--- src/hdl/glw_pkg.sv ---
`default_nettype none
package glw_pkg;

  // default geometry
  localparam int DEF_CHIP_COLUMNS  = 60;
  localparam int DEF_CELLS_PER_ROW = 20;
  localparam int DEF_TEXT_ROWS     = 4;
  localparam int DEF_GLYPH_WIDTH   = 5;

  // widths that cover every legal geometry
  localparam int COL_W  = 5;   // cursor cell column
  localparam int ROW_W  = 3;   // cursor row, up to eight pages
  localparam int PIX_W  = 9;   // pixel column of a cell, up to 511
  localparam int Q_W    = 4;   // glyph column counter, 0..GLYPH_WIDTH
  localparam int CNT_W  = 4;   // bus transfers emitted for one item

  localparam int MAX_RESULTS = 9;
  localparam int FONT_COLS   = 5;
  localparam int GLYPH_W     = FONT_COLS * 8;

  localparam logic [7:0] FONT_FIRST = 8'h20;
  localparam logic [7:0] PAGE_CMD   = 8'hB8;

  // operation codes on the input stream
  localparam logic OP_WRITE_CHAR = 1'b0;
  localparam logic OP_SET_CURSOR = 1'b1;

  // bus cycle kind
  typedef enum logic [1:0] {
    KIND_CMD   = 2'd0,
    KIND_CHIP1 = 2'd1,
    KIND_CHIP2 = 2'd2
  } bus_kind_t;

  // back-end sequencer phase
  typedef enum logic [1:0] {
    PH_COL  = 2'd0,
    PH_PAGE = 2'd1,
    PH_DATA = 2'd2
  } phase_t;

  // one classified item, handed from the front to the back
  typedef struct packed {
    logic                 set_cursor;
    logic [PIX_W-1:0]     pix;
    logic [ROW_W-1:0]     row;
    logic [GLYPH_W-1:0]   glyph;   // first column in the top byte
  } job_t;

  // 5x7 font, characters 0x20..0x7f, leftmost column in the top byte
  function automatic logic [GLYPH_W-1:0] font_cols(input logic [6:0] idx);
    logic [GLYPH_W-1:0] g;
    case (idx)
      7'd0:  g = 40'h0000000000;
      7'd1:  g = 40'h00005f0000;
      7'd2:  g = 40'h0003000300;
      7'd3:  g = 40'h147f147f14;
      7'd4:  g = 40'h242a7f2a12;
      7'd5:  g = 40'h2313086462;
      7'd6:  g = 40'h3649552250;
      7'd7:  g = 40'h0005030000;
      7'd8:  g = 40'h001c224100;
      7'd9:  g = 40'h0041221c00;
      7'd10: g = 40'h14083e0814;
      7'd11: g = 40'h08083e0808;
      7'd12: g = 40'h0050300000;
      7'd13: g = 40'h0808080808;
      7'd14: g = 40'h0060600000;
      7'd15: g = 40'h2010080402;
      7'd16: g = 40'h3e5149453e;
      7'd17: g = 40'h00427f4000;
      7'd18: g = 40'h4261514946;
      7'd19: g = 40'h2141454b31;
      7'd20: g = 40'h1814127f10;
      7'd21: g = 40'h2745454539;
      7'd22: g = 40'h3c4a494930;
      7'd23: g = 40'h0171090503;
      7'd24: g = 40'h3649494936;
      7'd25: g = 40'h064949291e;
      7'd26: g = 40'h0036360000;
      7'd27: g = 40'h0056360000;
      7'd28: g = 40'h0814224100;
      7'd29: g = 40'h1414141414;
      7'd30: g = 40'h0041221408;
      7'd31: g = 40'h0201510906;
      7'd32: g = 40'h324979413e;
      7'd33: g = 40'h7e1111117e;
      7'd34: g = 40'h7f49494936;
      7'd35: g = 40'h3e41414122;
      7'd36: g = 40'h7f4141221c;
      7'd37: g = 40'h7f49494941;
      7'd38: g = 40'h7f09090901;
      7'd39: g = 40'h3e4149497a;
      7'd40: g = 40'h7f0808087f;
      7'd41: g = 40'h00417f4100;
      7'd42: g = 40'h2040413f01;
      7'd43: g = 40'h7f08142241;
      7'd44: g = 40'h7f40404040;
      7'd45: g = 40'h7f020c027f;
      7'd46: g = 40'h7f0408107f;
      7'd47: g = 40'h3e4141413e;
      7'd48: g = 40'h7f09090906;
      7'd49: g = 40'h3e4151215e;
      7'd50: g = 40'h7f09192946;
      7'd51: g = 40'h4649494931;
      7'd52: g = 40'h01017f0101;
      7'd53: g = 40'h3f4040403f;
      7'd54: g = 40'h1f2040201f;
      7'd55: g = 40'h3f4038403f;
      7'd56: g = 40'h6314081463;
      7'd57: g = 40'h0708700807;
      7'd58: g = 40'h6151494543;
      7'd59: g = 40'h007f414100;
      7'd60: g = 40'h0204081020;
      7'd61: g = 40'h0041417f00;
      7'd62: g = 40'h0402010204;
      7'd63: g = 40'h4040404040;
      7'd64: g = 40'h0001020400;
      7'd65: g = 40'h2054545478;
      7'd66: g = 40'h7f48444438;
      7'd67: g = 40'h3844444420;
      7'd68: g = 40'h384444487f;
      7'd69: g = 40'h3854545418;
      7'd70: g = 40'h087e090102;
      7'd71: g = 40'h0c5252523e;
      7'd72: g = 40'h7f08040478;
      7'd73: g = 40'h00447d4000;
      7'd74: g = 40'h2040443d00;
      7'd75: g = 40'h7f10284400;
      7'd76: g = 40'h00417f4000;
      7'd77: g = 40'h7c04180478;
      7'd78: g = 40'h7c08040478;
      7'd79: g = 40'h3844444438;
      7'd80: g = 40'h7c14141408;
      7'd81: g = 40'h081414187c;
      7'd82: g = 40'h7c08040408;
      7'd83: g = 40'h4854545420;
      7'd84: g = 40'h043f444020;
      7'd85: g = 40'h3c4040207c;
      7'd86: g = 40'h1c2040201c;
      7'd87: g = 40'h3c4030403c;
      7'd88: g = 40'h4428102844;
      7'd89: g = 40'h0c5050503c;
      7'd90: g = 40'h4464544c44;
      7'd91: g = 40'h0008364100;
      7'd92: g = 40'h00007f0000;
      7'd93: g = 40'h0041360800;
      7'd94: g = 40'h1008081008;
      7'd95: g = 40'h0000020502;
      default: g = '0;
    endcase
    return g;
  endfunction

endpackage
`default_nettype wire

--- src/hdl/glw_queue.sv ---
`default_nettype none
module glw_queue (
  input  wire logic           clk,
  input  wire logic           rst,
  input  wire logic           push,
  input  wire glw_pkg::job_t  push_job,
  output logic                full,
  input  wire logic           pop,
  output glw_pkg::job_t       head,
  output logic                empty
);
  import glw_pkg::*;

  job_t       slots [2];
  logic       wr_ptr;
  logic       rd_ptr;
  logic [1:0] count;

  assign full  = (count == 2'd2);
  assign empty = (count == 2'd0);
  assign head  = slots[rd_ptr];

  // two-entry queue between front and back
  always_ff @(posedge clk) begin
    if (push) begin
      slots[wr_ptr] <= push_job;
    end
  end

  always_ff @(posedge clk) begin
    if (rst) begin
      wr_ptr <= 1'b0;
      rd_ptr <= 1'b0;
      count  <= 2'd0;
    end else begin
      if (push) begin
        wr_ptr <= !wr_ptr;
      end
      if (pop) begin
        rd_ptr <= !rd_ptr;
      end
      case ({push, pop})
        2'b10:   count <= count + 2'd1;
        2'b01:   count <= count - 2'd1;
        default: count <= count;
      endcase
    end
  end

endmodule
`default_nettype wire

--- config.mk ---
export PLATFORM = sky130hd
export DESIGN_NAME = glw_queue
export DESIGN_NICKNAME = d
export VERILOG_FILES = /design/src/hdl/glw_pkg.sv /design/src/hdl/glw_queue.sv
export SDC_FILE = /design/constraint.sdc
export NUM_CORES = 1
export LEC_CHECK = 0
export ABC_CLOCK_PERIOD_IN_PS = 3800
export BUFFER_PORTS_ARGS = -buffer_cell sky130_fd_sc_hd__buf_2
export CORE_UTILIZATION = 51
export CTS_CLUSTER_DIAMETER = 200
export DETAILED_ROUTE_END_ITERATION = 8
export PLACE_DENSITY = 0.77
export SLEW_MARGIN = 20
export SYNTH_ARGS = -nofsm -noshare
export SYNTH_HDL_FRONTEND = slang
export SYNTH_SLANG_ARGS = --single-unit
--- constraint.sdc ---
create_clock -name clk -period 3.8 [get_ports clk]
set_input_delay 0.38 -clock clk [delete_from_list [all_inputs] [get_ports clk]]
set_output_delay 0.38 -clock clk [all_outputs]
set_load 0.01 [all_outputs]
==> impl_metrics.json <==
{
  "status": "complete, no violations",
  "insertion_delay_ns": 0.36,
  "post-cts-setup-buffers": 0,
  "ctsHoldBuffers": 0,
  "drt_pass1_iterations": 4,
  "dpl.hpwl_mm": 4.27,
  "slew_violations": 0,
  "fin_nets": 365,
  "drive_gt1_share_pct": 59.2,
  "netlist-cell-type-count": 14,
  "holdWs_ns": 0.204,
  "vias_per_cell": 5.01,
  "drt_iter0_markers": 99,
  "rows": 31,
  "grt_pass1_vias": 2135,
  "track_usage_pct": 16.6,
  "start_util_pct": 53.9,
  "worstSetupEndpointType": "primary output",
  "synthFlopType": "edfxtp_1",
  "h-tree-depth": 3,
  "fmax_mhz": 392,
  "ys_async_sr_fraction_pct": 0,
  "start_kind": "register",
  "grt_max_degree": 40,
  "clk_pin_slew_ns": 0.09,
  "ys_seq_elements": 111,
  "slew_headroom_pct": 37.7,
  "slowest_delay_ns": 0.83,
  "clock-sinks": 111,
  "crit_type": "reg2out",
  "die_area_um2": 8230,
  "yosysTopAreaCell": "edfxtp_1",
  "ys_seq_area_share_pct": 81.8,
  "die_w_um": 90.7,
  "synth_edf_count": 106,
  "finalCriticalPeriod_ns": 2.55,
  "fin_setup_tns_ns": 0,
  "fin_worst_skew_ns": 0.00633,
  "ys_warn_count": 0,
  "syn_to_final_growth_pct": 22.2,
  "cp.arrival_ns": 2.17,
  "synth_commonest_cells": "106 x edfxtp_1, 53 x mux2_2, 6 x buf_2, 6 x nor2_1, 5 x dfxtp_1",
  "synthCells": 187,
  "synth.most_common_cell": "edfxtp_1",
  "diodes": 0,
  "maxCapViolCount": 0,
  "stdcell_count": 410,
  "routabilityCongestion": 0.656,
  "root_buffer": "clkbuf_8",
  "p_leak_uw": 0.00184,
  "required_ns": 3.42,
  "synth.avg_cell_area_um2": 21.5,
  "cpMaxStageDelayCell": "dfxtp_2",
  "placedCellCount": 395,
  "drc_errors": 0,
  "cts_resized": 0,
  "hold_class": "in2reg",
  "core_area_um2": 7450,
  "syn-num-nets": 245,
  "synth_top_area_share_pct": 79.3,
  "hold_violations": 0,
  "syn_area_um2": 4020,
  "port_buffers": 111,
  "design_area_um2": 4910,
  "wl_mm": 6.42,
  "num_vias": 2056,
  "final.fill_count": 541,
  "critPathBufInv": 2,
  "setup_viol": 0,
  "cts_tree": "yes",
  "clock_path_buffers": 2,
  "antenna_left": 0,
  "path_max_fanout": 32,
  "path_cells": "buf_4 -> mux2_2 -> buf_2",
  "grt_pass1_wl_mm": 10.0,
  "cts_made_buffers": 9,
  "antenna_found_initial": 0,
  "tightest_slew_ns": 0.935,
  "cp_top_family": "flip-flops",
  "avgRoutedWirePerCell_um": 15.6,
  "power_density_nw_per_um2": 500,
  "die_h_um": 90.7,
  "period_share_pct": 67.1,
  "peakVddDrop_v": 0.000313,
  "place_area_um2": 4700,
  "synth_area_leaders": "edfxtp_1 79%, mux2_2 15%, dfxtp_1 2.5%, buf_2 0.75%, xnor2_1 0.65%",
  "io_pins": 112,
  "gr-total-overflow": 0,
  "rsz0062_at_grt": "no"
}
## placed cells by master (no fill, tap or decap)
master	instances
ha_1	1
dfxtp_1	4
or3_1	1
nor2_4	1
and2b_2	1
xor2_1	1
clkbuf_1	2
nor2_1	5
mux2_2	53
and2_2	1
clkinv_1	1
buf_4	4
bufinv_16	2
o21ai_0	1
buf_2	111
clkbuf_8	9
inv_1	1
dfxtp_2	1
a21oi_1	1
edfxtp_1	106
clkinvlp_4	1
xnor2_1	3
## cell families after synthesis
logic type,after synthesis,share of synthesized area (%)
AOI/OAI and AO/OA,2,0.249
xor gates and xnor gates,4,0.873
buffers and inverters,7,0.841
muxes,53,14.9
and+or+nand+nor,9,1.09
DFF,111,81.8
adders and majority gates,1,0.312
## flip-flops by register name, summed over array words and instances (netlist names), named ones only
name / count
slots: 106
count: 2
rd_ptr: 1
wr_ptr: 1
## final cells by class
cell class / count / area, um^2 / area share (%)
clock inverters: 4 / 71.3 / 1.45
clock buffers: 11 / 131 / 2.68
inverters: 1 / 3.75 / 0.0765
multi-input cells: 69 / 707 / 14.4
repair buffers: 115 / 586 / 11.9
well taps: 99 / 124 / 2.52
flip-flops and latches: 111 / 3280 / 66.9
## routing by layer
metal	track usage, %	routed length (um)
met1	18.3	2520
met2	28.9	3380
met3	4.97	408
met4	8.47	112
met5	0	0
## final timing paths
path         cells after the start    startpoint  slack, ns            to
max                              3      register       1.25      head[29]
min                              1  push_job[52]       0.20  slots[0][52]
max reg2reg                      2        wr_ptr       1.88  slots[1][35]
min reg2reg                      2      count[1]       0.52      count[1]
## report_power, final
part,total (uW),internal [uW],switching (uW)
logic,276,138,138
registers,1460,1420,32.2
clock network,720,366,353
total,2450,1930,524
## through the flow
stage	util, %	power [uW]	setup slack [ns]
final	65.9	2450	1.25
after global routing	65.9	2540	1.14
after CTS	65.9	2470	1.21
after detailed placement	63.2	1770	1.61
after global placement	63.2	1750	1.63
after floorplan	-	1640	0.672
(Power assumes the default switching activity.)
