$ cat src/hdl/glw_pkg.sv
`default_nettype none
package glw_pkg;

  // default geometry
  localparam int DEF_CHIP_COLUMNS  = 60;
  localparam int DEF_CELLS_PER_ROW = 20;
  localparam int DEF_TEXT_ROWS     = 4;
  localparam int DEF_GLYPH_WIDTH   = 5;

  // widths that cover every legal geometry
  localparam int COL_W  = 5;   // cursor cell column
  localparam int ROW_W  = 3;   // cursor row, up to eight pages
  localparam int PIX_W  = 9;   // pixel column of a cell, up to 511
  localparam int Q_W    = 4;   // glyph column counter, 0..GLYPH_WIDTH
  localparam int CNT_W  = 4;   // bus transfers emitted for one item

  localparam int MAX_RESULTS = 9;
  localparam int FONT_COLS   = 5;
  localparam int GLYPH_W     = FONT_COLS * 8;

  localparam logic [7:0] FONT_FIRST = 8'h20;
  localparam logic [7:0] PAGE_CMD   = 8'hB8;

  // operation codes on the input stream
  localparam logic OP_WRITE_CHAR = 1'b0;
  localparam logic OP_SET_CURSOR = 1'b1;

  // bus cycle kind
  typedef enum logic [1:0] {
    KIND_CMD   = 2'd0,
    KIND_CHIP1 = 2'd1,
    KIND_CHIP2 = 2'd2
  } bus_kind_t;

  // back-end sequencer phase
  typedef enum logic [1:0] {
    PH_COL  = 2'd0,
    PH_PAGE = 2'd1,
    PH_DATA = 2'd2
  } phase_t;

  // one classified item, handed from the front to the back
  typedef struct packed {
    logic                 set_cursor;
    logic [PIX_W-1:0]     pix;
    logic [ROW_W-1:0]     row;
    logic [GLYPH_W-1:0]   glyph;   // first column in the top byte
  } job_t;

  // 5x7 font, characters 0x20..0x7f, leftmost column in the top byte
  function automatic logic [GLYPH_W-1:0] font_cols(input logic [6:0] idx);
    logic [GLYPH_W-1:0] g;
    case (idx)
      7'd0:  g = 40'h0000000000;
      7'd1:  g = 40'h00005f0000;
      7'd2:  g = 40'h0003000300;
      7'd3:  g = 40'h147f147f14;
      7'd4:  g = 40'h242a7f2a12;
      7'd5:  g = 40'h2313086462;
      7'd6:  g = 40'h3649552250;
      7'd7:  g = 40'h0005030000;
      7'd8:  g = 40'h001c224100;
      7'd9:  g = 40'h0041221c00;
      7'd10: g = 40'h14083e0814;
      7'd11: g = 40'h08083e0808;
      7'd12: g = 40'h0050300000;
      7'd13: g = 40'h0808080808;
      7'd14: g = 40'h0060600000;
      7'd15: g = 40'h2010080402;
      7'd16: g = 40'h3e5149453e;
      7'd17: g = 40'h00427f4000;
      7'd18: g = 40'h4261514946;
      7'd19: g = 40'h2141454b31;
      7'd20: g = 40'h1814127f10;
      7'd21: g = 40'h2745454539;
      7'd22: g = 40'h3c4a494930;
      7'd23: g = 40'h0171090503;
      7'd24: g = 40'h3649494936;
      7'd25: g = 40'h064949291e;
      7'd26: g = 40'h0036360000;
      7'd27: g = 40'h0056360000;
      7'd28: g = 40'h0814224100;
      7'd29: g = 40'h1414141414;
      7'd30: g = 40'h0041221408;
      7'd31: g = 40'h0201510906;
      7'd32: g = 40'h324979413e;
      7'd33: g = 40'h7e1111117e;
      7'd34: g = 40'h7f49494936;
      7'd35: g = 40'h3e41414122;
      7'd36: g = 40'h7f4141221c;
      7'd37: g = 40'h7f49494941;
      7'd38: g = 40'h7f09090901;
      7'd39: g = 40'h3e4149497a;
      7'd40: g = 40'h7f0808087f;
      7'd41: g = 40'h00417f4100;
      7'd42: g = 40'h2040413f01;
      7'd43: g = 40'h7f08142241;
      7'd44: g = 40'h7f40404040;
      7'd45: g = 40'h7f020c027f;
      7'd46: g = 40'h7f0408107f;
      7'd47: g = 40'h3e4141413e;
      7'd48: g = 40'h7f09090906;
      7'd49: g = 40'h3e4151215e;
      7'd50: g = 40'h7f09192946;
      7'd51: g = 40'h4649494931;
      7'd52: g = 40'h01017f0101;
      7'd53: g = 40'h3f4040403f;
      7'd54: g = 40'h1f2040201f;
      7'd55: g = 40'h3f4038403f;
      7'd56: g = 40'h6314081463;
      7'd57: g = 40'h0708700807;
      7'd58: g = 40'h6151494543;
      7'd59: g = 40'h007f414100;
      7'd60: g = 40'h0204081020;
      7'd61: g = 40'h0041417f00;
      7'd62: g = 40'h0402010204;
      7'd63: g = 40'h4040404040;
      7'd64: g = 40'h0001020400;
      7'd65: g = 40'h2054545478;
      7'd66: g = 40'h7f48444438;
      7'd67: g = 40'h3844444420;
      7'd68: g = 40'h384444487f;
      7'd69: g = 40'h3854545418;
      7'd70: g = 40'h087e090102;
      7'd71: g = 40'h0c5252523e;
      7'd72: g = 40'h7f08040478;
      7'd73: g = 40'h00447d4000;
      7'd74: g = 40'h2040443d00;
      7'd75: g = 40'h7f10284400;
      7'd76: g = 40'h00417f4000;
      7'd77: g = 40'h7c04180478;
      7'd78: g = 40'h7c08040478;
      7'd79: g = 40'h3844444438;
      7'd80: g = 40'h7c14141408;
      7'd81: g = 40'h081414187c;
      7'd82: g = 40'h7c08040408;
      7'd83: g = 40'h4854545420;
      7'd84: g = 40'h043f444020;
      7'd85: g = 40'h3c4040207c;
      7'd86: g = 40'h1c2040201c;
      7'd87: g = 40'h3c4030403c;
      7'd88: g = 40'h4428102844;
      7'd89: g = 40'h0c5050503c;
      7'd90: g = 40'h4464544c44;
      7'd91: g = 40'h0008364100;
      7'd92: g = 40'h00007f0000;
      7'd93: g = 40'h0041360800;
      7'd94: g = 40'h1008081008;
      7'd95: g = 40'h0000020502;
      default: g = '0;
    endcase
    return g;
  endfunction

endpackage
`default_nettype wire

$ cat src/hdl/glw_back.sv
`default_nettype none
module glw_back #(
  parameter int CHIP_COLUMNS = glw_pkg::DEF_CHIP_COLUMNS,
  parameter int GLYPH_WIDTH  = glw_pkg::DEF_GLYPH_WIDTH
) (
  input  wire logic           clk,
  input  wire logic           rst,
  input  wire glw_pkg::job_t  head,
  input  wire logic           empty,
  output logic                pop,
  output logic                out_valid,
  input  wire logic           out_ready,
  output glw_pkg::bus_kind_t  out_kind,
  output logic [7:0]          out_byte,
  output logic                out_last
);
  import glw_pkg::*;

  phase_t           phase, phase_next;
  logic [Q_W-1:0]   q, q_next;
  logic [PIX_W-1:0] pix_cur, pix_cur_next;
  logic             bound_done, bound_done_next;
  logic [CNT_W-1:0] cnt, cnt_next;

  logic             emit;
  logic             fin;
  bus_kind_t        kind;
  logic [7:0]       bval;
  logic [PIX_W-1:0] col_cmd;
  logic             at_bound;
  logic             cap_hit;

  // pick one glyph column, blank past the font width
  function automatic logic [7:0] glyph_col(input logic [GLYPH_W-1:0] g,
                                           input logic [Q_W-1:0] qi);
    logic [7:0] b;
    case (qi)
      4'd0:    b = g[39:32];
      4'd1:    b = g[31:24];
      4'd2:    b = g[23:16];
      4'd3:    b = g[15:8];
      4'd4:    b = g[7:0];
      default: b = 8'h00;
    endcase
    return b;
  endfunction

  assign emit     = !empty && (!out_valid || out_ready);
  assign col_cmd  = (head.pix > PIX_W'(CHIP_COLUMNS)) ? head.pix - PIX_W'(CHIP_COLUMNS)
                                                       : head.pix;
  assign at_bound = (pix_cur == PIX_W'(CHIP_COLUMNS)) && !bound_done;
  assign cap_hit  = (cnt == CNT_W'(MAX_RESULTS - 1));

  // next bus transfer of the job at the queue head
  always_comb begin
    kind            = KIND_CMD;
    bval            = 8'h00;
    fin             = 1'b0;
    phase_next      = phase;
    q_next          = q;
    pix_cur_next    = pix_cur;
    bound_done_next = bound_done;
    cnt_next        = cnt;
    case (phase)
      PH_COL: begin
        bval       = col_cmd[7:0];
        fin        = cap_hit;
        phase_next = PH_PAGE;
      end
      PH_PAGE: begin
        bval         = PAGE_CMD | {5'b00000, head.row};
        fin          = head.set_cursor || cap_hit;
        phase_next   = PH_DATA;
        q_next       = '0;
        pix_cur_next = head.pix;
      end
      PH_DATA: begin
        if (at_bound) begin
          // column 0 to both chips before crossing into chip two
          bval            = 8'h00;
          fin             = cap_hit;
          bound_done_next = 1'b1;
        end else begin
          kind         = (pix_cur < PIX_W'(CHIP_COLUMNS)) ? KIND_CHIP1 : KIND_CHIP2;
          bval         = (q < Q_W'(GLYPH_WIDTH)) ? glyph_col(head.glyph, q) : 8'h00;
          fin          = (q == Q_W'(GLYPH_WIDTH)) || cap_hit;
          q_next       = q + 1'b1;
          pix_cur_next = pix_cur + 1'b1;
        end
      end
      default: begin
        phase_next = PH_COL;
      end
    endcase
    if (emit) begin
      cnt_next = cnt + 1'b1;
      if (fin) begin
        phase_next      = PH_COL;
        bound_done_next = 1'b0;
        cnt_next        = '0;
      end
    end else begin
      phase_next      = phase;
      q_next          = q;
      pix_cur_next    = pix_cur;
      bound_done_next = bound_done;
      cnt_next        = cnt;
    end
  end

  assign pop = emit && fin;

  // sequencer state
  always_ff @(posedge clk) begin
    if (rst) begin
      phase      <= PH_COL;
      bound_done <= 1'b0;
      cnt        <= '0;
    end else begin
      phase      <= phase_next;
      bound_done <= bound_done_next;
      cnt        <= cnt_next;
    end
  end

  always_ff @(posedge clk) begin
    q       <= q_next;
    pix_cur <= pix_cur_next;
  end

  // output register
  always_ff @(posedge clk) begin
    if (rst) begin
      out_valid <= 1'b0;
    end else if (emit) begin
      out_valid <= 1'b1;
    end else if (out_ready) begin
      out_valid <= 1'b0;
    end
  end

  always_ff @(posedge clk) begin
    if (emit) begin
      out_kind <= kind;
      out_byte <= bval;
      out_last <= fin;
    end
  end

  // checks on the sequencer
  a_cnt_cap: assert property (@(posedge clk) disable iff (rst)
    cnt <= CNT_W'(MAX_RESULTS - 1))
    else $error("transfer count past the per-item cap");

  a_job_held: assert property (@(posedge clk) disable iff (rst)
    (phase != PH_COL) |-> !empty)
    else $error("job in progress without a queue entry");

  a_bound_phase: assert property (@(posedge clk) disable iff (rst)
    bound_done |-> (phase == PH_DATA))
    else $error("chip boundary flag outside data phase");

  a_q_range: assert property (@(posedge clk) disable iff (rst)
    (phase == PH_DATA) |-> (q <= Q_W'(GLYPH_WIDTH)))
    else $error("glyph column counter overran");

  a_pop_last: assert property (@(posedge clk) disable iff (rst)
    pop |=> (out_valid && out_last))
    else $error("job retired without a last transfer");

endmodule
`default_nettype wire

$ cat config.mk
export PLATFORM = sky130hd
export DESIGN_NAME = glw_back
export DESIGN_NICKNAME = d
export VERILOG_FILES = /design/src/hdl/glw_pkg.sv /design/src/hdl/glw_back.sv
export SDC_FILE = /design/constraint.sdc
export NUM_CORES = 1
export LEC_CHECK = 0
export BUFFER_PORTS_ARGS = -buffer_cell sky130_fd_sc_hd__buf_4
export CAP_MARGIN = 20
export CORE_ASPECT_RATIO = 1.4
export CORE_MARGIN = 5
export CORE_UTILIZATION = 46
export DETAILED_ROUTE_END_ITERATION = 6
export GPL_ROUTABILITY_DRIVEN = 0
export GPL_TIMING_DRIVEN = 0
export PLACE_DENSITY = 0.77
export SLEW_MARGIN = 20
export SYNTH_ARGS = -nofsm -noshare
export SYNTH_HDL_FRONTEND = slang
export SYNTH_SLANG_ARGS = --single-unit
$ cat constraint.sdc
create_clock -name clk -period 2.1 [get_ports clk]
set_clock_uncertainty 0.15 [all_clocks]
set_input_delay 0.42 -clock clk [delete_from_list [all_inputs] [get_ports clk]]
set_output_delay 0.42 -clock clk [all_outputs]
set_load 0.005 [all_outputs]
==> results of run 1 <==
-- cells by family after synthesis --
group	Yosys count	synth area share
simple gates	75	0.1919
compound gates	62	0.2038
flops	32	0.4195
buf+inv	23	0.04171
mux	10	0.05185
xor+xnor	9	0.03755
fa+ha+maj	9	0.05364
-- sequential cells by signal (all words and copies together) (netlist names) --
register	count
out_last	1
q	4
cnt	4
out_kind	2
pix_cur	9
out_valid	1
phase	2
out_byte	8
bound_done	1
-- worst min-delay path by stage --
stage                          start    endpoint  slack, ns  cells after the start
after detailed placement  bound_done  bound_done       0.36                      2
after CTS                      empty   out_valid       0.17                      2
final                          empty   out_valid       0.17                      2
after global placement    bound_done  bound_done       0.36                      2
after floorplan           bound_done  bound_done       0.33                      2
after global routing           empty   out_valid       0.17                      2
-- power by group through the flow --
stage	registers (W)	clock network [W]	logic, W
floorplan	0.000770	0	0.000174
global placement	0.000775	0	0.000338
detailed placement	0.000775	0	0.000348
CTS	0.000758	0.000487	0.000369
global route	0.000764	0.000517	0.000436
finish	0.000760	0.000486	0.000403
-- layer usage --
metal	share of wire	vias up
met1	0.36	1027
met2	0.56	97
met4	0.028	0
li1	-	1028
met3	0.058	16
met5	0	-
-- cells in the mapped netlist (7+ instances only) --
master	number	area share
sky130_fd_sc_hd__nand2_1	15	0.027
sky130_fd_sc_hd__a222oi_1	7	0.033
sky130_fd_sc_hd__clkbuf_1	12	0.021
sky130_fd_sc_hd__mux2_2	7	0.038
sky130_fd_sc_hd__nor2_1	14	0.025
sky130_fd_sc_hd__inv_1	9	0.016
sky130_fd_sc_hd__edfxtp_1	24	0.34
sky130_fd_sc_hd__nand2b_1	7	0.021
sky130_fd_sc_hd__ha_1	9	0.054
sky130_fd_sc_hd__dfxtp_1	8	0.076
sky130_fd_sc_hd__a21oi_1	16	0.038
sky130_fd_sc_hd__nor3_1	7	0.017
sky130_fd_sc_hd__o21ai_0	11	0.026
-- cells in the final DEF, fill, tap and decap left out, drive strengths merged, types with 8 or more instances in the layout --
cell type	Yosys	final
inv	9	9
clkbuf	12	18
a21oi	16	16
edfxtp	24	24
nor2	14	14
dfxtp	8	8
nand2	15	15
ha	9	9
buf	1	84
o21ai	11	11
-- area by class of cell --
cell class | count | area, um2 | share of cell area
plain buffers | 9 | 36.28 | 0.01207
clock buffers | 8 | 90.09 | 0.02998
inverters | 10 | 37.54 | 0.01249
multi-input cells | 165 | 1247 | 0.4151
flip-flops and latches | 32 | 880.8 | 0.2931
well taps | 62 | 77.57 | 0.02581
repair buffers | 85 | 635.6 | 0.2115
-- through the flow --
stage | instance area, um2 | total power, W
global route | 3005 | 0.001718
detailed placement | 2691 | 0.001123
floorplan | 2100 | 0.0009442
global placement | 2688 | 0.001113
finish | 3005 | 0.001648
CTS | 2878 | 0.001614
-- timing repair --
action / CTS / global route
resized for setup: 8 / 20
hold buffers: 0 / 0
endpoints found under the setup margin: 23 / 39
cloned: 0 / 0
pin swaps: 4 / 8
buffers inserted: 10 / 7
==> results_tabular.tex, run 1 <==
\begin{tabular}{lr}
\hline
Metric & Value \\
\hline
\multicolumn{2}{l}{\textbf{Timing}} \\
Worst hold slack & roughly 0.17 ns \\
Slew HR & 0.5162 \\
Period utilization & 1.098 \\
Shortest clock period the worst path allows after layout & 2.305 ns \\
Setup total negative slack & -0.4847 ns \\
RSZ-0062 raised after global routing & yes \\
Upper clock frequency limit & about 0.43 GHz \\
Finish-stage setup viols & 7 \\
Slew at the pin closest to its max-slew limit & roughly 0.73 ns \\
Pins over their slew limit & 0 \\
Number of endpoints with negative hold slack in the final report & 0 \\
Final worst setup slack & -0.2048 ns \\
\multicolumn{2}{l}{\textbf{Die}} \\
Number of rows created at floorplan & 29 \\
Standard cell core area & between 4000 and 5000 um2 \\
Initial Utilization & 0.4704 \\
Area of the die & a little over 6000 um2 \\
Die X-Extent & 67.10 um \\
Number of top-level pins & 70 \\
Vertical die dimension & roughly 90 um \\
\multicolumn{2}{l}{\textbf{Worst setup path}} \\
Worst setup SP type & flip-flop \\
Number of cells on the worst reg-to-reg path & 6 \\
Worst setup path endpoint & pop \\
Beginning of the worst register-to-register path & out\_valid \\
Sum of buffers and inverters on the critical path & 1 \\
Largest delay contributor family on the critical path & flip-flops \\
Endpoint required time on the critical path & $\sim$1.5 ns \\
FF-to-FF End & cnt[0] \\
Class of the most critical setup path & reg -> out \\
Stage delay of the slowest cell on the critical path & 0.45 ns \\
Reg2reg setup slack & -0.10 ns \\
Data arrival time of the critical path & 1.73 ns \\
Slowest-stage cell, CP & sky130\_fd\_sc\_hd\_\_edfxtp\_1 \\
Setup crit end kind & output pin \\
Start point of the critical path & q[0] \\
WP depth & 5 \\
Worst Path Max Fanout & 3 \\
Cells along the critical path & ha\_4, and4b\_2, a221oi\_4, a211oi\_2, buf\_4 \\
\multicolumn{2}{l}{\textbf{GRT}} \\
Global Route met1 Usage & 0.2373 \\
Number of global-route vias before repair & roughly 2100 \\
Total global routing overflow & 0 \\
Met2 Use GR & 0.3806 \\
Overall global routing resource usage & 0.2090 \\
Gr busiest metal & met2 \\
Number of antenna violations at the first check in global routing & 0 \\
Grt met3 use & 0.03616 \\
Pin count of the biggest net entering global routing & 18 \\
Global-route wire length before repair & slightly below 10000 um \\
\multicolumn{2}{l}{\textbf{Cells and area}} \\
Number of antenna diodes & 0 \\
Share of cells above drive strength 1 & 0.3851 \\
Layout Utilization & 0.6734 \\
Fill cell total of the finished layout & about 360 \\
Area added between synthesis and finish & 43.15\% \\
Final \#Nets & $\sim$370 \\
Final non-filler cell total & 371 \\
\multicolumn{2}{l}{\textbf{Placement}} \\
Minimum setup slack after placement & -0.3663 ns \\
Final HPWL from detailed placement & 4609 um \\
Number of port buffers & between 60 and 70 \\
Cell Count Post-Placement & 350 \\
\multicolumn{2}{l}{\textbf{CTS}} \\
CTS tree & done \\
Number of buffers on the longest clock path & 2 \\
Clock-pin slew on the worst setup and hold paths & roughly 0.060 ns \\
Root Buffer Master & sky130\_fd\_sc\_hd\_\_clkbuf\_8 \\
Latest clock arrival within the worst-skew pair & $\sim$0.28 ns \\
Num CTS Buffers & 5 \\
Number of H-tree levels & 2 \\
Sink count of the clock tree & 32 \\
\multicolumn{2}{l}{\textbf{Drt}} \\
Routed WL per cell & $\sim$17 um \\
DRT antenna net count & 0 \\
Residual DRC & 0 \\
DRT iter0 DRCs & roughly 110 \\
Vias per cell & about 6 \\
WL final & 6487 um \\
Vias after detailed routing & 2168 \\
First-pass detailed-route iteration total & 5 \\
\multicolumn{2}{l}{\textbf{Power}} \\
Sequential power share & 0.461 \\
Switching share of power & 0.2651 \\
IR drop worst, VDD & approximately 0.00027 V \\
Clock Power Share & 0.295 \\
Static leakage & 1.205 nW \\
Int Power & between 0.001 and 0.0015 W \\
Net load switching power & between 0.0004 and 0.0005 W \\
Logic pwr share & 0.244 \\
Pwr Density & between 500 and 600 nW/um2 \\
\multicolumn{2}{l}{\textbf{Synthesis}} \\
Net count of the mapped netlist & around 290 \\
Synthesized instance count & 220 \\
Yosys warning total & 0 \\
Cell area after synthesis & $\sim$2100 um2 \\
Mapped Avg Cell Area & approximately 9.5 um2 \\
Synth Register Bits & 32 \\
Sequential fraction of the synthesis area & 0.4195 \\
Asr flop ratio synth & 0 \\
Distinct cell type count after synthesis & 49 \\
Ys flop type & sky130\_fd\_sc\_hd\_\_edfxtp\_1 \\
EDFF count, synth & 24 \\
\multicolumn{2}{l}{\textbf{Outcome}} \\
Run status & complete, but fails checks \\
Violated checks & negative setup slack \\
\multicolumn{2}{l}{\textbf{Flow run}} \\
Max-cap violations & 0 \\
\multicolumn{2}{l}{\textbf{Worst hold path}} \\
Worst min-delay path category & in -> reg \\
\hline
\end{tabular}
No activity file was read; power rests on OpenSTA's default activity.
==> run 2: changes to the inputs <==
- BUFFER_PORTS_ARGS: -buffer_cell sky130_fd_sc_hd__buf_4 -> default
- CORE_UTILIZATION: 46 -> 55
- DONT_BUFFER_PORTS: default -> 1
- PLACE_DENSITY: 0.77 -> 0.73
==> run 2 against run 1 <==
  * The flow still finishes with violations (negative setup slack)
  * Flip-flop and latch count stayed put
  * Total power is 6.5% lower
  * Largest power group unchanged
  * Critical path depth stayed put
==> results_tabular.tex, run 2 (synthesized netlist as in run 1, its figures left out) <==
\begin{tabular}{lr}
\hline
Metric & Value \\
\hline
\multicolumn{2}{l}{\textbf{Outcome}} \\
Run status & complete, but fails checks \\
Violated checks & negative setup slack \\
\multicolumn{2}{l}{\textbf{Timing}} \\
Final worst setup slack & -0.1254 ns \\
Period utilization & 1.060 \\
Finish-stage setup viols & 4 \\
Pins over their slew limit & 0 \\
Shortest clock period the worst path allows after layout & approximately 2.2 ns \\
RSZ-0062 raised after global routing & yes \\
Slew at the pin closest to its max-slew limit & around 0.55 ns \\
Setup total negative slack & -0.1494 ns \\
Upper clock frequency limit & approximately 0.45 GHz \\
Number of endpoints with negative hold slack in the final report & 0 \\
Slew HR & 0.6320 \\
\multicolumn{2}{l}{\textbf{CTS}} \\
Clock-pin slew on the worst setup and hold paths & roughly 0.070 ns \\
Num CTS Buffers & 5 \\
CTS tree & done \\
Sink count of the clock tree & 32 \\
Number of H-tree levels & 2 \\
Latest clock arrival within the worst-skew pair & 0.28 ns \\
CTS Hold Bufs & 0 \\
Root Buffer Master & sky130\_fd\_sc\_hd\_\_clkbuf\_8 \\
Number of buffers on the longest clock path & 2 \\
\multicolumn{2}{l}{\textbf{Die}} \\
Vertical die dimension & 83.11 um \\
Number of rows created at floorplan & 26 \\
Area of the die & 5170 um2 \\
Standard cell core area & $\sim$3700 um2 \\
Die X-Extent & around 62 um \\
Number of top-level pins & 70 \\
Initial Utilization & 0.5711 \\
\multicolumn{2}{l}{\textbf{Worst setup path}} \\
Worst Path Max Fanout & 4 \\
Stage delay of the slowest cell on the critical path & between 0.4 and 0.5 ns \\
Slowest-stage cell, CP & sky130\_fd\_sc\_hd\_\_edfxtp\_1 \\
Setup crit end kind & output pin \\
Endpoint required time on the critical path & roughly 1.5 ns \\
Reg2reg setup slack & -0.01 ns \\
Beginning of the worst register-to-register path & q[1] \\
Number of cells on the worst reg-to-reg path & 8 \\
Cells along the critical path & inv\_2, ha\_4, and4b\_2, o21ai\_4, a211oi\_4 \\
FF-to-FF End & out\_byte[4] \\
Class of the most critical setup path & reg -> out \\
Worst setup SP type & flip-flop \\
Data arrival time of the critical path & 1.66 ns \\
\multicolumn{2}{l}{\textbf{Worst hold path}} \\
Cells on Worst Hold Path & 1 \\
Worst Hold Endpoint & out\_valid \\
Worst min-delay path category & in -> reg \\
Launch instance of the worst min-delay path & empty \\
\multicolumn{2}{l}{\textbf{Placement}} \\
Final HPWL from detailed placement & between 4000 and 5000 um \\
Minimum setup slack after placement & -0.2684 ns \\
Number of port buffers & 0 \\
Cell Count Post-Placement & around 260 \\
\multicolumn{2}{l}{\textbf{Power}} \\
Static leakage & 0.8757 nW \\
Pwr Density & 618.5 nW/um2 \\
IR drop worst, VDD & between 0.0004 and 0.0005 V \\
Final Power & about 0.0015 W \\
\multicolumn{2}{l}{\textbf{GRT}} \\
Number of global-route vias before repair & slightly below 2000 \\
Number of antenna violations at the first check in global routing & 0 \\
Global-route wire length before repair & 9121 um \\
Total global routing overflow & 0 \\
Pin count of the biggest net entering global routing & 18 \\
Overall global routing resource usage & 0.2158 \\
\multicolumn{2}{l}{\textbf{Cells and area}} \\
Area of the multi-input gates & 1284 um2 \\
Most common cell after layout, fill and taps aside & sky130\_fd\_sc\_hd\_\_edfxtp\_1 \\
Sequential cell area & 880.8 um2 \\
Final non-filler cell total & 280 \\
Most frequent cells in the layout & 24 x sky130\_fd\_sc\_hd\_\_edfxtp\_1, 15 x sky130\_fd\_sc\_hd\_\_nand2\_1, 14 x sky130\_fd\_sc\_hd\_\_nor2\_1 \\
Number of antenna diodes & 0 \\
Share of cells above drive strength 1 & 0.2269 \\
Flip-flop count of the largest register after layout & 9 \\
Register ranked first by flip-flop count & pix\_cur \\
Fill cell total of the finished layout & about 280 \\
Largest registers & pix\_cur x9, out\_byte x8 \\
Area added between synthesis and finish & 18.71\% \\
Final \#Nets & between 300 and 400 \\
\multicolumn{2}{l}{\textbf{Drt}} \\
Vias after detailed routing & 1901 \\
WL final & $\sim$5800 um \\
DRT antenna net count & 0 \\
Vias per cell & between 6 and 7 \\
Residual DRC & 0 \\
Routed WL per cell & 20.58 um \\
First-pass detailed-route iteration total & 5 \\
DRT iter0 DRCs & 120 \\
\multicolumn{2}{l}{\textbf{Flow run}} \\
Max-cap violations & 0 \\
\hline
\end{tabular}
-- run 2: cell count changes in the layout (fill, tap and decap cells not counted), sizes merged --
cell,previous run,this run
buf,84,14
clkbuf,18,15
clkinv,1,2
inv,9,10
-- run 2: layer usage --
layer / wire length (um) / share of wire / vias up / track usage
li1: - / - / 886 / -
met1: 2123 / 0.37 / 912 / 0.2293
met2: 3018 / 0.52 / 89 / 0.3868
met3: 449 / 0.078 / 14 / 0.06622
met4: 169 / 0.029 / 0 / 0.08679
met5: 0 / 0 / - / 0
-- run 2: per-stage QoR --
stage / cell area (um2) / hold slack, ns / utilization
CTS: 2381 / 0.07006 / 0.6477
floorplan: 2100 / 0.3275 / -
global route: 2492 / 0.06852 / 0.6780
finish: 2492 / 0.07158 / 0.6780
detailed placement: 2156 / 0.3496 / 0.5865
global placement: 2152 / 0.3519 / 0.5854
-- run 2: cell type report --
type                    count  area share
plain buffers              10     0.01908
repair buffers             13     0.03815
flip-flops and latches     32      0.3534
multi-input cells         165      0.5151
well taps                  42     0.02108
clock buffers               6     0.03313
inverters                  10     0.01606
clock inverters             2    0.004016
-- run 2: critical path, delay by kind of cell, from the launching register on --
kind / cells / cell delay [ns]
DFF: 1 / 0.42
adders and majority gates: 1 / 0.13
buffers and inverters: 1 / 0.10
AOI/OAI and AO/OA: 2 / 0.44
and+or+nand+nor: 1 / 0.29
-- run 2: report_power, final --
group / internal (W) / switching (W) / total [W] / leakage, nW
clock: 0.000261 / 0.000235 / 0.000497 / 0.0510
sequential: 0.000734 / 0.0000317 / 0.000766 / 0.293
combinational: 0.000124 / 0.000155 / 0.000279 / 0.531
total: 0.00112 / 0.000422 / 0.00154 / 0.876
-- run 2: worst max path at each step --
stage	start	end	slack, ns	cells past startpoint
2_1_floorplan	pix_cur[0]	pix_cur[0]	0.04	5
4_1_cts	q[1]	pop	-0.11	5
6_report	q[1]	pop	-0.13	5
3_3_place_gp	pix_cur[0]	pix_cur[8]	-0.36	5
3_5_place_dp	q[0]	out_byte[3]	-0.27	6
5_1_grt	q[1]	pop	-0.19	5
-- run 2: what timing repair did --
action / 4_1_cts / 5_1_grt
endpoints found under the setup margin: 26 / 12
gates resized for setup: 16 / 20
pin swaps: 3 / 5
buffers inserted: 9 / 4
